File: config.mk
export PLATFORM = sky130hd
export DESIGN_NAME = pwm_led_chain_loader_flat
export DESIGN_NICKNAME = d
export VERILOG_FILES = /design/src/hdl/plc_pkg.sv /design/src/hdl/plc_if.sv /design/src/hdl/plc_store.sv /design/src/hdl/plc_cfg.sv /design/src/hdl/pwm_led_chain_loader.sv /design/src/flat_wrapper.sv
export SDC_FILE = /design/constraint.sdc
export NUM_CORES = 2
export LEC_CHECK = 0
export ABC_AREA = 1
export BUFFER_PORTS_ARGS = -buffer_cell sky130_fd_sc_hd__buf_2
export CAP_MARGIN = 20
export CELL_PAD_IN_SITES_DETAIL_PLACEMENT = 1
export CELL_PAD_IN_SITES_GLOBAL_PLACEMENT = 2
export CORE_MARGIN = 2
export CORE_UTILIZATION = 40
export CTS_CLUSTER_SIZE = 28
export DETAILED_ROUTE_END_ITERATION = 16
export PLACE_DENSITY = 0.85
export RECOVER_POWER = 100
export SLEW_MARGIN = 20
export SYNTH_ARGS = -nofsm -noshare
export SYNTH_HDL_FRONTEND = slang
export SYNTH_SLANG_ARGS = --single-unit
export TNS_END_PERCENT = 10
File: constraint.sdc
create_clock -name clk -period 8.9 [get_ports clk]
set_input_delay 1.78 -clock clk [delete_from_list [all_inputs] [get_ports clk]]
set_output_delay 1.78 -clock clk [all_outputs]
set_load 0.01 [all_outputs]
File: src/hdl/plc_pkg.sv
// plc_pkg: shared types and constants for the LED chain loader
// no dependencies; used by the interfaces and every module of the block
`default_nettype none

package plc_pkg;

  // fixed field widths
  localparam int ACTION_W   = 3;
  localparam int CHANNEL_W  = 7;
  localparam int LEVEL_BITS = 12;
  localparam int STATUS_W   = 2;
  localparam int DEVCNT_W   = 3;

  // chained driver geometry
  localparam int CHANNELS_PER_DEVICE = 24;
  localparam logic [LEVEL_BITS-1:0] LEVEL_MAX = {LEVEL_BITS{1'b1}};

  // configuration port
  localparam int PADDR_W   = 3;
  localparam int PDATA_W   = 32;
  localparam int REG_IDX_W = PADDR_W - 2;

  typedef enum logic [REG_IDX_W-1:0] {
    REG_DEVICE_COUNT = 1'b0
  } reg_idx_t;

  typedef enum logic [ACTION_W-1:0] {
    ACT_SET    = 3'd0,
    ACT_READ   = 3'd1,
    ACT_COMMIT = 3'd2,
    ACT_ON     = 3'd3,
    ACT_BLANK  = 3'd4,
    ACT_TICK   = 3'd5
  } action_t;

  typedef enum logic [STATUS_W-1:0] {
    ST_OK        = 2'd0,
    ST_BAD_CHAN  = 2'd1,
    ST_BAD_LEVEL = 2'd2,
    ST_BUSY      = 2'd3
  } status_t;

endpackage

`default_nettype wire

File: src/hdl/plc_if.sv
// plc_req_if / plc_res_if: valid-ready channels for requests and results
// depends on plc_pkg for field widths
`default_nettype none

interface plc_req_if;
  import plc_pkg::*;

  logic                  valid;
  logic                  ready;
  logic [ACTION_W-1:0]   action;
  logic [CHANNEL_W-1:0]  channel;
  logic [LEVEL_BITS-1:0] level;

  modport source (output valid, action, channel, level, input ready);
  modport sink   (input valid, action, channel, level, output ready);
endinterface

interface plc_res_if;
  import plc_pkg::*;

  logic                  valid;
  logic                  ready;
  logic [LEVEL_BITS-1:0] read_level;
  logic [STATUS_W-1:0]   status;
  logic                  serial_bit;
  logic                  shift_pulse;
  logic                  latch_pulse;
  logic                  blank_level;
  logic                  busy_res;

  modport source (output valid, read_level, status, serial_bit, shift_pulse, latch_pulse,
                  blank_level, busy_res, input ready);
  modport sink   (input valid, read_level, status, serial_bit, shift_pulse, latch_pulse,
                  blank_level, busy_res, output ready);
endinterface

`default_nettype wire

File: src/hdl/plc_store.sv
// plc_store: channel level memory, one write and one registered read port
// clears every entry to full scale after reset; depends on plc_pkg
`default_nettype none

module plc_store #(
  parameter int DEPTH = 96,
  parameter int AW    = 7
) (
  input  wire logic                           clk,
  input  wire logic                           rst,
  input  wire logic                           wr_en,
  input  wire logic [AW-1:0]                  wr_addr,
  input  wire logic [plc_pkg::LEVEL_BITS-1:0] wr_data,
  input  wire logic                           rd_en,
  input  wire logic [AW-1:0]                  rd_addr,
  output logic      [plc_pkg::LEVEL_BITS-1:0] rd_data,
  output logic                                ready
);
  import plc_pkg::*;

  logic [LEVEL_BITS-1:0] mem [DEPTH];
  logic [AW-1:0]         clr_addr;
  logic                  clearing;

  // clearing sweep, one entry a cycle
  always_ff @(posedge clk) begin
    if (rst) begin
      clearing <= 1'b1;
      clr_addr <= '0;
    end else if (clearing) begin
      if (clr_addr == AW'(DEPTH - 1)) begin
        clearing <= 1'b0;
      end else begin
        clr_addr <= clr_addr + 1'b1;
      end
    end
  end

  // write port shared by the sweep and the sequencer
  always_ff @(posedge clk) begin
    if (clearing) begin
      mem[clr_addr] <= LEVEL_MAX;
    end else if (wr_en) begin
      mem[wr_addr] <= wr_data;
    end
  end

  // registered read, held until the next read
  always_ff @(posedge clk) begin
    if (rd_en) begin
      rd_data <= mem[rd_addr];
    end
  end

  assign ready = !clearing;

endmodule

`default_nettype wire

File: src/hdl/plc_cfg.sv
// plc_cfg: APB-style register file holding the device count
// writes are dropped while a commit runs; depends on plc_pkg
`default_nettype none

module plc_cfg (
  input  wire logic                         clk,
  input  wire logic                         rst,
  input  wire logic                         psel,
  input  wire logic                         penable,
  input  wire logic                         pwrite,
  input  wire logic [plc_pkg::PADDR_W-1:0]  paddr,
  input  wire logic [plc_pkg::PDATA_W-1:0]  pwdata,
  output logic      [plc_pkg::PDATA_W-1:0]  prdata,
  output logic                              pready,
  input  wire logic                         busy,
  output logic      [plc_pkg::DEVCNT_W-1:0] device_count
);
  import plc_pkg::*;

  reg_idx_t reg_idx;
  logic     wr_req;

  assign reg_idx = reg_idx_t'(paddr[PADDR_W-1:2]);
  assign wr_req  = psel && penable && pwrite;
  assign pready  = 1'b1;

  // device count register
  always_ff @(posedge clk) begin
    if (rst) begin
      device_count <= DEVCNT_W'(1);
    end else if (wr_req && !busy && reg_idx == REG_DEVICE_COUNT) begin
      device_count <= pwdata[DEVCNT_W-1:0];
    end
  end

  // read mux
  always_comb begin
    case (reg_idx)
      REG_DEVICE_COUNT: prdata = PDATA_W'(device_count);
      default:          prdata = '0;
    endcase
  end

endmodule

`default_nettype wire

File: src/hdl/pwm_led_chain_loader.sv
// pwm_led_chain_loader: top level, request sequencer and result register
// depends on plc_pkg, plc_if, plc_store and plc_cfg
// Sequence: a request is taken only in S_IDLE and its memory read is
// registered; S_EXEC then executes it, writes back and registers the result,
// stalling while the previous result still waits. The result register lets a
// request be taken while the previous result still waits. After reset the
// store is swept to full scale, one entry a cycle, with no request accepted.
`default_nettype none

module pwm_led_chain_loader #(
  parameter int MAX_DEVICES = 4
) (
  input  wire logic                        clk,
  input  wire logic                        rst,
  input  wire logic                        psel,
  input  wire logic                        penable,
  input  wire logic                        pwrite,
  input  wire logic [plc_pkg::PADDR_W-1:0] paddr,
  input  wire logic [plc_pkg::PDATA_W-1:0] pwdata,
  output logic      [plc_pkg::PDATA_W-1:0] prdata,
  output logic                             pready,
  plc_req_if.sink                          req,
  plc_res_if.source                        res
);
  import plc_pkg::*;

  localparam int STORE_DEPTH = MAX_DEVICES * CHANNELS_PER_DEVICE;
  localparam int AW   = (STORE_DEPTH > 1) ? $clog2(STORE_DEPTH) : 1;
  localparam int NW   = $clog2(STORE_DEPTH + 1);
  localparam int CMPW = (NW > CHANNEL_W) ? NW : CHANNEL_W;
  localparam int DCW  = ($clog2(MAX_DEVICES + 1) > DEVCNT_W) ?
                        $clog2(MAX_DEVICES + 1) : DEVCNT_W;
  localparam int SBW  = 4;

  typedef enum logic {
    S_IDLE,
    S_EXEC
  } state_t;

  state_t                state;
  action_t               act;
  logic [CHANNEL_W-1:0]  chan;
  logic [LEVEL_BITS-1:0] lvl;
  logic [CHANNEL_W-1:0]  shift_channel, shift_channel_next;
  logic [SBW-1:0]        shift_bit, shift_bit_next;
  logic                  shifting, shifting_next;
  logic                  latch_due, latch_due_next;
  logic                  blanked, blanked_next;

  logic [LEVEL_BITS-1:0] rd_level_next;
  status_t               status_next;
  logic                  sbit_next, spulse_next, lpulse_next;

  logic [DEVCNT_W-1:0]   device_count;
  logic [DCW-1:0]        dc_ext, dc_eff;
  logic [CMPW-1:0]       n_use;
  logic                  chan_ok;
  logic                  busy;
  logic                  accept, finish;
  logic                  store_ready;
  logic [CHANNEL_W-1:0]  in_chan_sel;
  logic [CHANNEL_W-1:0]  sc_inc;
  logic                  wr_en;
  logic [AW-1:0]         rd_addr, wr_addr;
  logic [LEVEL_BITS-1:0] rd_data;

  // configuration registers
  plc_cfg u_cfg (
    .clk          (clk),
    .rst          (rst),
    .psel         (psel),
    .penable      (penable),
    .pwrite       (pwrite),
    .paddr        (paddr),
    .pwdata       (pwdata),
    .prdata       (prdata),
    .pready       (pready),
    .busy         (busy),
    .device_count (device_count)
  );

  // channel store
  plc_store #(
    .DEPTH (STORE_DEPTH),
    .AW    (AW)
  ) u_store (
    .clk     (clk),
    .rst     (rst),
    .wr_en   (wr_en),
    .wr_addr (wr_addr),
    .wr_data (lvl),
    .rd_en   (accept),
    .rd_addr (rd_addr),
    .rd_data (rd_data),
    .ready   (store_ready)
  );

  // channels in use from the clamped device count
  always_comb begin
    dc_ext = DCW'(device_count);
    if (dc_ext == '0) begin
      dc_eff = DCW'(1);
    end else if (dc_ext > DCW'(MAX_DEVICES)) begin
      dc_eff = DCW'(MAX_DEVICES);
    end else begin
      dc_eff = dc_ext;
    end
  end

  assign n_use   = CMPW'(dc_eff) * CMPW'(CHANNELS_PER_DEVICE);
  assign chan_ok = CMPW'(chan) < n_use;
  assign busy    = shifting || latch_due;

  // handshake
  assign req.ready = (state == S_IDLE) && store_ready;
  assign accept    = req.valid && req.ready;
  assign finish    = (state == S_EXEC) && (!res.valid || res.ready);

  // memory addresses: a tick reads the channel being shifted
  assign in_chan_sel = (action_t'(req.action) == ACT_TICK) ? shift_channel : req.channel;
  assign rd_addr     = AW'(in_chan_sel);
  assign wr_addr     = AW'(chan);

  // execute the held request against the read data
  always_comb begin
    shift_channel_next = shift_channel;
    shift_bit_next     = shift_bit;
    shifting_next      = shifting;
    latch_due_next     = latch_due;
    blanked_next       = blanked;
    rd_level_next      = '0;
    status_next        = ST_OK;
    sbit_next          = 1'b0;
    spulse_next        = 1'b0;
    lpulse_next        = 1'b0;
    wr_en              = 1'b0;
    sc_inc             = shift_channel + 1'b1;
    case (act)
      ACT_SET: begin
        if (busy) begin
          status_next = ST_BUSY;
        end else if (!chan_ok) begin
          status_next = ST_BAD_CHAN;
        end else begin
          wr_en = finish;
        end
      end
      ACT_READ: begin
        if (!chan_ok) begin
          status_next = ST_BAD_CHAN;
        end else begin
          rd_level_next = rd_data;
        end
      end
      ACT_COMMIT: begin
        if (busy) begin
          status_next = ST_BUSY;
        end else begin
          shifting_next      = 1'b1;
          shift_channel_next = '0;
          shift_bit_next     = '0;
        end
      end
      ACT_ON:    blanked_next = 1'b0;
      ACT_BLANK: blanked_next = 1'b1;
      ACT_TICK: begin
        if (latch_due) begin
          lpulse_next    = 1'b1;
          latch_due_next = 1'b0;
        end else if (shifting) begin
          // msb first
          sbit_next   = rd_data[SBW'(LEVEL_BITS - 1) - shift_bit];
          spulse_next = 1'b1;
          if (shift_bit >= SBW'(LEVEL_BITS - 1)) begin
            shift_bit_next = '0;
            if (CMPW'(sc_inc) >= n_use) begin
              shifting_next      = 1'b0;
              latch_due_next     = 1'b1;
              shift_channel_next = '0;
            end else begin
              shift_channel_next = sc_inc;
            end
          end else begin
            shift_bit_next = shift_bit + 1'b1;
          end
        end
      end
      default: ;
    endcase
  end

  // sequencer state, commit state and result register
  always_ff @(posedge clk) begin
    if (rst) begin
      state         <= S_IDLE;
      shift_channel <= '0;
      shift_bit     <= '0;
      shifting      <= 1'b0;
      latch_due     <= 1'b0;
      blanked       <= 1'b0;
      res.valid     <= 1'b0;
    end else begin
      // result valid: set when a request finishes, cleared once taken
      if (finish) begin
        res.valid <= 1'b1;
      end else if (res.ready) begin
        res.valid <= 1'b0;
      end
      case (state)
        S_IDLE: begin
          if (accept) begin
            state <= S_EXEC;
          end
        end
        S_EXEC: begin
          if (finish) begin
            state         <= S_IDLE;
            shift_channel <= shift_channel_next;
            shift_bit     <= shift_bit_next;
            shifting      <= shifting_next;
            latch_due     <= latch_due_next;
            blanked       <= blanked_next;
          end
        end
        default: state <= S_IDLE;
      endcase
    end
  end

  // request capture and result payload
  always_ff @(posedge clk) begin
    if (accept) begin
      act  <= action_t'(req.action);
      chan <= req.channel;
      lvl  <= req.level;
    end
    if (finish) begin
      res.read_level  <= rd_level_next;
      res.status      <= status_next;
      res.serial_bit  <= sbit_next;
      res.shift_pulse <= spulse_next;
      res.latch_pulse <= lpulse_next;
      res.blank_level <= blanked_next;
      res.busy_res    <= shifting_next || latch_due_next;
    end
  end

endmodule

`default_nettype wire

File: src/flat_wrapper.sv
// flat-port wrapper written by rule: the top's interface ports become plain ports
module pwm_led_chain_loader_flat import plc_pkg::*;
#(
  parameter int MAX_DEVICES = 4
)
  (clk, rst, psel, penable, pwrite, paddr, pwdata, prdata, pready, req_valid, req_action, req_channel, req_level, req_ready, res_valid, res_read_level, res_status, res_serial_bit, res_shift_pulse, res_latch_pulse, res_blank_level, res_busy_res, res_ready);
  plc_req_if req_i ();
  plc_res_if res_i ();
  input  wire logic clk;
  input  wire logic rst;
  input  wire logic psel;
  input  wire logic penable;
  input  wire logic pwrite;
  input  wire logic [plc_pkg::PADDR_W-1:0] paddr;
  input  wire logic [plc_pkg::PDATA_W-1:0] pwdata;
  output logic      [plc_pkg::PDATA_W-1:0] prdata;
  output logic pready;
  input wire logic [$bits(req_i.valid)-1:0] req_valid;
  input wire logic [$bits(req_i.action)-1:0] req_action;
  input wire logic [$bits(req_i.channel)-1:0] req_channel;
  input wire logic [$bits(req_i.level)-1:0] req_level;
  output wire logic [$bits(req_i.ready)-1:0] req_ready;
  output wire logic [$bits(res_i.valid)-1:0] res_valid;
  output wire logic [$bits(res_i.read_level)-1:0] res_read_level;
  output wire logic [$bits(res_i.status)-1:0] res_status;
  output wire logic [$bits(res_i.serial_bit)-1:0] res_serial_bit;
  output wire logic [$bits(res_i.shift_pulse)-1:0] res_shift_pulse;
  output wire logic [$bits(res_i.latch_pulse)-1:0] res_latch_pulse;
  output wire logic [$bits(res_i.blank_level)-1:0] res_blank_level;
  output wire logic [$bits(res_i.busy_res)-1:0] res_busy_res;
  input wire logic [$bits(res_i.ready)-1:0] res_ready;
  assign req_i.valid = req_valid;
  assign req_i.action = req_action;
  assign req_i.channel = req_channel;
  assign req_i.level = req_level;
  assign req_ready = req_i.ready;
  assign res_valid = res_i.valid;
  assign res_read_level = res_i.read_level;
  assign res_status = res_i.status;
  assign res_serial_bit = res_i.serial_bit;
  assign res_shift_pulse = res_i.shift_pulse;
  assign res_latch_pulse = res_i.latch_pulse;
  assign res_blank_level = res_i.blank_level;
  assign res_busy_res = res_i.busy_res;
  assign res_i.ready = res_ready;
  pwm_led_chain_loader #(.MAX_DEVICES(MAX_DEVICES)) u_core (.clk(clk), .rst(rst), .psel(psel), .penable(penable), .pwrite(pwrite), .paddr(paddr), .pwdata(pwdata), .prdata(prdata), .pready(pready), .req(req_i), .res(res_i));
endmodule
# Word level (Yosys, flattened, before mapping)
# Memory sizes are Yosys's and may differ from the RTL's. A register that Yosys moved wholly into a read port is not among the register bits.
# Index checks and enable logic that the tools add are counted.
[op_classes]
reduce_logical = 25
order_cmp = 5
muxes = 53
mul = 1
n_addsub = 4
eq_ne = 11
bitwise_logic = 5
[ops]
columns = ["cell", "count"]
rows = [
  ["two-way mux 7 bit", 7],
  ["two-way mux 1 bit", 29],
  ["two-way mux 4 bit", 4],
  ["adder 7 x 1 -> 7 bit (second input constant)", 2],
  ["case mux 7 bit (2 select lines)", 1],
  ["two-way mux 12 bit", 1],
  ["OR reduction 12 bit", 1],
  ["equality test 3 bit (second input constant)", 3],
  ["two-way mux 3 bit", 3],
  ["case mux 4 bit (2 select lines)", 1],
  ["equality test 7 bit (second input constant)", 1],
  [">= comparator 7 bit", 1],
  ["logical AND 1 bit", 7],
  ["less-than comparator 7 bit", 1],
  ["AND reduction 7 bit", 1],
  ["equality test 3 x 2 -> 1 bit (second input constant)", 2],
  ["logical NOT 3 bit", 2],
  ["case mux 1 bit (2 select lines)", 3],
  ["case mux 2 bit (3 select lines)", 1],
  ["AND reduction 2 bit", 3],
  ["AND reduction 6 bit", 1],
  ["less-than comparator 4 x 5 -> 1 bit (second input constant)", 1],
  ["NOT 1 bit", 5],
  ["adder 4 x 1 -> 4 bit (second input constant)", 1],
  ["other kinds (14)", 22],
]
[totals]
wordCells = 125
regBits = 68
n_memories = 1
inputBits = 64
ram_bits = 1152
output_inout_bits = 54
[memory_table]
columns = ["memory", "words", "width", "rd", "rd_ports_with_merged_regs", "wr", "line", "text"]
rows = [
  ["u_core.u_store.mem", 96, 12, 1, 1, 1, "plc_store.sv:21", "logic [LEVEL_BITS-1:0] mem [DEPTH];"],
]

# Logic depth before layout (Yosys ltp)
[depth]
ltp_word = 13
ltp_mapped = 19
mapped_depth_nobuf = 18

# By module
# From an unflattened synthesis, not the netlist that was laid out.
[unflattened]
hier_cells = 4351
area_unflattened_um2 = 50861.3
[by_module_without_submodules]
columns = ["module", "instances", "cells_each", "area_per_inst_um2", "seq_area_each_um2"]
rows = [
  ["plc_store", 1, 4011, 47738.3, 35113.7],
  ["pwm_led_chain_loader", 1, 280, 2718.9, 1551.5],
  ["plc_cfg", 1, 60, 404.1, 60.1],
]

# Worst setup path after synthesis
# No wires, ideal clock.
[synth_timing]
kind = "input port to flip-flop"
startpoint = "input res_ready"
endpoint = "memory u_core.u_store.mem[12][0] (enable)"
path_stages = 12
n_path_buf = 2
t_arrival_ns = 3.640
path_slack_ns = 4.880
setup_ns = 0.380
required_ns = 8.520
path_cell_list = "inv_1 nand2_1 nand2_1 nor2_4 nand4_4 buf_6 nand2_2 o21ai_4 nor2_4 nand3_1 buf_2 nor2_1"
[synth_between]
elab_chain_len = 10
word_cells_on_any_way = 11
classes_between = "mux: 8; reduce/logical: 3"
[synth_lines]
columns = ["element", "line", "text"]
rows = [
  ["start: declaration", "flat_wrapper.sv:31", "input wire logic [$bits(res_i.ready)-1:0] res_ready;"],
  ["logical OR 1 bit *", "pwm_led_chain_loader.sv:117", "assign finish = (state == S_EXEC) && (!res.valid || res.ready);"],
  ["logical AND 1 bit *", "pwm_led_chain_loader.sv:117", ""],
  ["two-way mux 1 bit *", "pwm_led_chain_loader.sv:142", "end else if (!chan_ok) begin"],
  ["two-way mux 1 bit *", "pwm_led_chain_loader.sv:140", "if (busy) begin"],
  ["two-way mux 1 bit *", "pwm_led_chain_loader.sv:138", "case (act)"],
  ["two-way mux 1 bit *", "plc_store.sv:43", "end else if (wr_en) begin"],
  ["two-way mux 1 bit *", "plc_store.sv:41", "if (clearing) begin"],
  ["two-way mux 1 bit (not written as such) *", "plc_store.sv:44", "mem[wr_addr] <= wr_data;"],
  ["OR reduction 12 bit (no source line)", "n/a", ""],
  ["two-way mux 7 bit (no source line) / two-way mux 1 bit (equally long branches)", "n/a", ""],
  ["end: declaration", "plc_store.sv:21", ""],
]
# Every way passes the cells marked *; elsewhere a longest branch is shown, timed or not.

# Worst setup path after layout
[layout_timing]
startpoint = "register u_core.u_cfg.device_count[0] in the netlist's numbering"
endpoint = "memory u_core.u_store.mem[43][11] (enable)"
[layout_between]
elab_chain_len = 13
word_cells_on_any_way = 15
classes_between = "mul: 1; order compare: 2; mux: 10; reduce/logical: 2"
[layout_lines]
columns = ["element", "line", "text"]
rows = [
  ["start: declaration", "plc_cfg.sv:16", "output logic [plc_pkg::DEVCNT_W-1:0] device_count"],
  ["start signal: assignment", "plc_cfg.sv:32", "device_count <= pwdata[DEVCNT_W-1:0];"],
  ["greater-than comparator 3 bit", "pwm_led_chain_loader.sv:103", "end else if (dc_ext > DCW'(MAX_DEVICES)) begin"],
  ["two-way mux 3 bit", "pwm_led_chain_loader.sv:103", ""],
  ["two-way mux 3 bit *", "pwm_led_chain_loader.sv:101", "if (dc_ext == '0) begin"],
  ["multiplier 3 x 2 -> 4 bit *", "pwm_led_chain_loader.sv:110", "assign n_use = CMPW'(dc_eff) * CMPW'(CHANNELS_PER_DEVICE);"],
  ["less-than comparator 7 bit *", "pwm_led_chain_loader.sv:111", "assign chan_ok = CMPW'(chan) < n_use;"],
  ["two-way mux 1 bit *", "pwm_led_chain_loader.sv:142", ""],
  ["two-way mux 1 bit *", "pwm_led_chain_loader.sv:140", ""],
  ["two-way mux 1 bit *", "pwm_led_chain_loader.sv:138", ""],
  ["two-way mux 1 bit *", "plc_store.sv:43", ""],
  ["two-way mux 1 bit *", "plc_store.sv:41", ""],
  ["two-way mux 1 bit (not written as such) *", "plc_store.sv:44", ""],
  ["OR reduction 12 bit (no source line)", "n/a", ""],
  ["two-way mux 7 bit (no source line) / two-way mux 1 bit (equally long branches)", "n/a", ""],
]
# Marks and branches as above.

==> results.sh <==
export IMPL_status="finished, violations left"
export IMPL_violations="max-capacitance violations, max-slew violations"
export IMPL_ant_nets=0
export IMPL_die_area_um2=136000
export IMPL_nFillCells=14300
export IMPL_drive_gt1_share_pct=5.69
export IMPL_holdBufCountCts=0
export IMPL_ys_flop_type="edfxtp_1"
export IMPL_worstMarginPinSlew_ns=3.13
export IMPL_post_synth_instance_area_um2=53200
export IMPL_synth_cell_types=39
export IMPL_numCtsBuffers=134
export IMPL_critPathLaunchType="flop"
export IMPL_clk_pin_slew_ns=0.06
export IMPL_slew_headroom_pct=-108
export IMPL_r2r_start="u_core.u_cfg.device_count[0]$_SDFFE_PP1P_"
export IMPL_startpoint="u_core.u_cfg.device_count[0]$_SDFFE_PP1P_"
export IMPL_grt_overflow_total=0
export IMPL_nets=5019
export IMPL_fin_ws_ns=2.15
export IMPL_grt_max_degree=210
export IMPL_cp_arrival_ns=7.10
export IMPL_period_share_pct=75.8
export IMPL_grt_most_used_layer="met2"
export IMPL_regToRegSetupSlack_ns=2.15
export IMPL_ff2ff_path_depth=13
export IMPL_met2_usage_pct=38.2
export IMPL_path_buf_inv=2
export IMPL_drv_cap=21
export IMPL_min_period_ns=6.75
export IMPL_routed_via_density=5.35
export IMPL_p_leak_nw=23.6
export IMPL_multiInputGateArea_um2=12300
export IMPL_synth_warning_count=0
export IMPL_antenna_found_initial=3
export IMPL_crit_fanout=22
export IMPL_postCtsSetupBuffers=0
export IMPL_htree_levels=4
export IMPL_grt_util_met1_pct=30.4
export IMPL_tns_ns=0
export IMPL_start_util_pct=40.4
export IMPL_whs_path_depth=2
export IMPL_clock_path_buffers=3
export IMPL_gp_congestion=0.811
export IMPL_via_count=36400
export IMPL_powerDensity_nw_per_um2=215
export IMPL_final_setup_viol_count=0
export IMPL_ir_drop_mv=0.149
export IMPL_port_buffers=56
export IMPL_cp_cell_sequence="inv_1, a21oi_1, ha_1, ha_1, inv_1, ha_1, nand2_1, nand2_1, nand2_1, nand4_1, o21ai_4, nand4_1, nor2_1"
export IMPL_fp_coreArea_um2=132000
export IMPL_drc=0
export IMPL_final_seq_area_um2=36700
export IMPL_routed_wl_um=157000
export IMPL_io_pins=118
export IMPL_grt_first_pass_wirelength_um=234000
export IMPL_yosysSeqAreaShare_pct=69.0
export IMPL_synthCells=4919
export IMPL_row_count=133
export IMPL_rsz0062_at_grt="false"
export IMPL_fp_dieW_um=369
export IMPL_hold_path_startpoint="u_core.res.valid$_SDFFE_PP0P_"
export IMPL_grt_util_met3_pct=3.65
export IMPL_clock_latency_ns=0.78
export IMPL_cts_tree="yes"
export IMPL_drtIter0Drc=3523
export IMPL_wl_per_cell_um=23.0
export IMPL_hpwl_um=89500
export IMPL_numClockSinks=1232
export IMPL_syn_to_final_growth_pct=11.5
export IMPL_crit_type="reg -> reg"
export IMPL_first_pass_iters=5
export IMPL_track_usage_pct=22.9
export IMPL_synthArstFlopShare_pct=0
export IMPL_ctsResizeCount=0
export IMPL_place_ws_ns=3.03
export IMPL_synth_area_per_cell_um2=10.8
export IMPL_grt_pass1_vias=37800
export IMPL_synth_seq_cells=1232
export IMPL_final_max_slew_viol_count=617
export IMPL_skew_ns=0.0331
export IMPL_cp_depth=13
export IMPL_cpPeakStageDelay_ns=1.76
export IMPL_end_kind="flop"
export IMPL_synth_edf_count=1205
export IMPL_cts_root_buffer="clkbuf_16"
export IMPL_required_ns=9.25
export IMPL_cp_top_family="simple AND/OR/NAND/NOR gates"
export IMPL_finalHoldViolations=0
export IMPL_max_freq_ghz=0.148
export IMPL_fp_dieH_um=369
export IMPL_critical_path_slowest_cell="nor2_1"
export IMPL_hp_class="reg -> reg"
## cells in the mapped netlist, types with 8 or more instances
library cell | instances | share of area [%]
buf_2 | 116 | 1.1
buf_1 | 30 | 0.21
nor3_1 | 8 | 0.075
buf_4 | 40 | 0.56
nand3b_1 | 48 | 0.68
nor2_1 | 381 | 2.7
o21ai_1 | 15 | 0.14
clkbuf_1 | 105 | 0.74
nand2_2 | 18 | 0.21
edfxtp_1 | 1205 | 68
nand3_1 | 860 | 8.1
nand4_1 | 13 | 0.15
dfxtp_1 | 27 | 1.0
inv_1 | 768 | 5.4
nand2_1 | 864 | 6.1
or2_2 | 12 | 0.14
inv_2 | 13 | 0.092
ha_1 | 11 | 0.26
a21oi_1 | 39 | 0.37
o21ai_0 | 215 | 2.0
o211ai_1 | 86 | 1.2
## where the power goes
| group | switching [mW] | internal, mW | total (mW) |
|---|---|---|---|
| Sequential | 0.00382 | 6.29 | 6.29 |
| Combinational | 0.647 | 0.218 | 0.865 |
| Clock | 2.37 | 3.22 | 5.59 |
## worst min-delay path: stages, from the launching register on
cell	delay, ns
dfxtp_1	0.32
nand3_1	0.08
a21oi_1	0.06
## path summary, 6_finish.rpt
| path | to |
|---|---|
| max | u_core.u_store.mem[43][11]$_DFFE_PP_ |
| min | u_core.state$_SDFF_PP0_ |
| max reg2reg | u_core.u_store.mem[43][11]$_DFFE_PP_ |
| min reg2reg | u_core.state$_SDFF_PP0_ |
## cell usage in the layout, fill, tap and decap left out, drive strengths merged, types with 40 or more instances in the layout
cell type	Yosys	final
o211ai	86	86
clkinv	0	52
a21oi	40	40
o21ai	236	236
nand3b	48	48
buf	188	64
nor2	391	391
nand2	882	882
clkbuf	105	255
inv	781	785
edfxtp	1205	1205
nand3	861	861
## sequential cells by signal, summed over array words and instances (netlist names)
register	count
u_core.res.shift_pulse	1
u_core.res.status	2
u_core.res.serial_bit	1
u_core.res.blank_level	1
u_core.u_cfg.device_count	3
u_core.res.read_level	12
u_core.res.valid	1
u_core.res.busy_res	1
u_core.chan	7
u_core.lvl	12
u_core.latch_due	1
u_core.u_store.clr_addr	7
u_core.u_store.rd_data	12
u_core.u_store.mem	1152
u_core.res.latch_pulse	1
u_core.shift_channel	7
u_core.shifting	1
u_core.u_store.clearing	1
u_core.blanked	1
u_core.state	1
u_core.shift_bit	4
u_core.act	3
## logic make-up after synthesis
group	after synthesis	share of synthesized area, %
AO/OA/AOI/OAI	370	4.00
XOR/XNOR	7	0.115
adder cells (fa/ha/maj)	11	0.258
buffers and inverters	1074	8.15
flip-flops	1232	69.0
multiplexers	1	0.0188
other	2	0.0141
AND/OR/NAND/NOR	2222	18.5
## area by class of cell
class | instances | share of cell area [%]
antenna | 3 | 0.0126
inverter | 781 | 4.94
sequential | 1232 | 61.9
clock inverter | 74 | 1.41
timing repair buffer | 154 | 1.49
multi-input combinational | 2641 | 20.6
clock buffer | 165 | 5.95
tap | 1755 | 3.70
## per-stage QoR
step / area (um^2) / power, mW / hold WS [ns] / utilization, % / std cells
after global placement: 55400 / 7.24 / 0.490 / 42.0 / 6560
after global routing: 59400 / 13.1 / 0.539 / 45.0 / 6802
after floorplan: 53400 / 6.96 / 0.460 / - / 4947
final: 59400 / 12.7 / 0.510 / 45.0 / 6805
after CTS: 59800 / 12.8 / 0.508 / 45.4 / 6802
after detailed placement: 55400 / 7.27 / 0.500 / 42.1 / 6563
## per-layer routing
metal | wire length (um) | up-vias
li1 | - | 16500
met5 | 20 | -
met3 | 9390 | 248
met1 | 66800 | 18500
met4 | 4510 | 2
met2 | 75900 | 1132
Note: power is estimated with default switching activity, not from simulation.
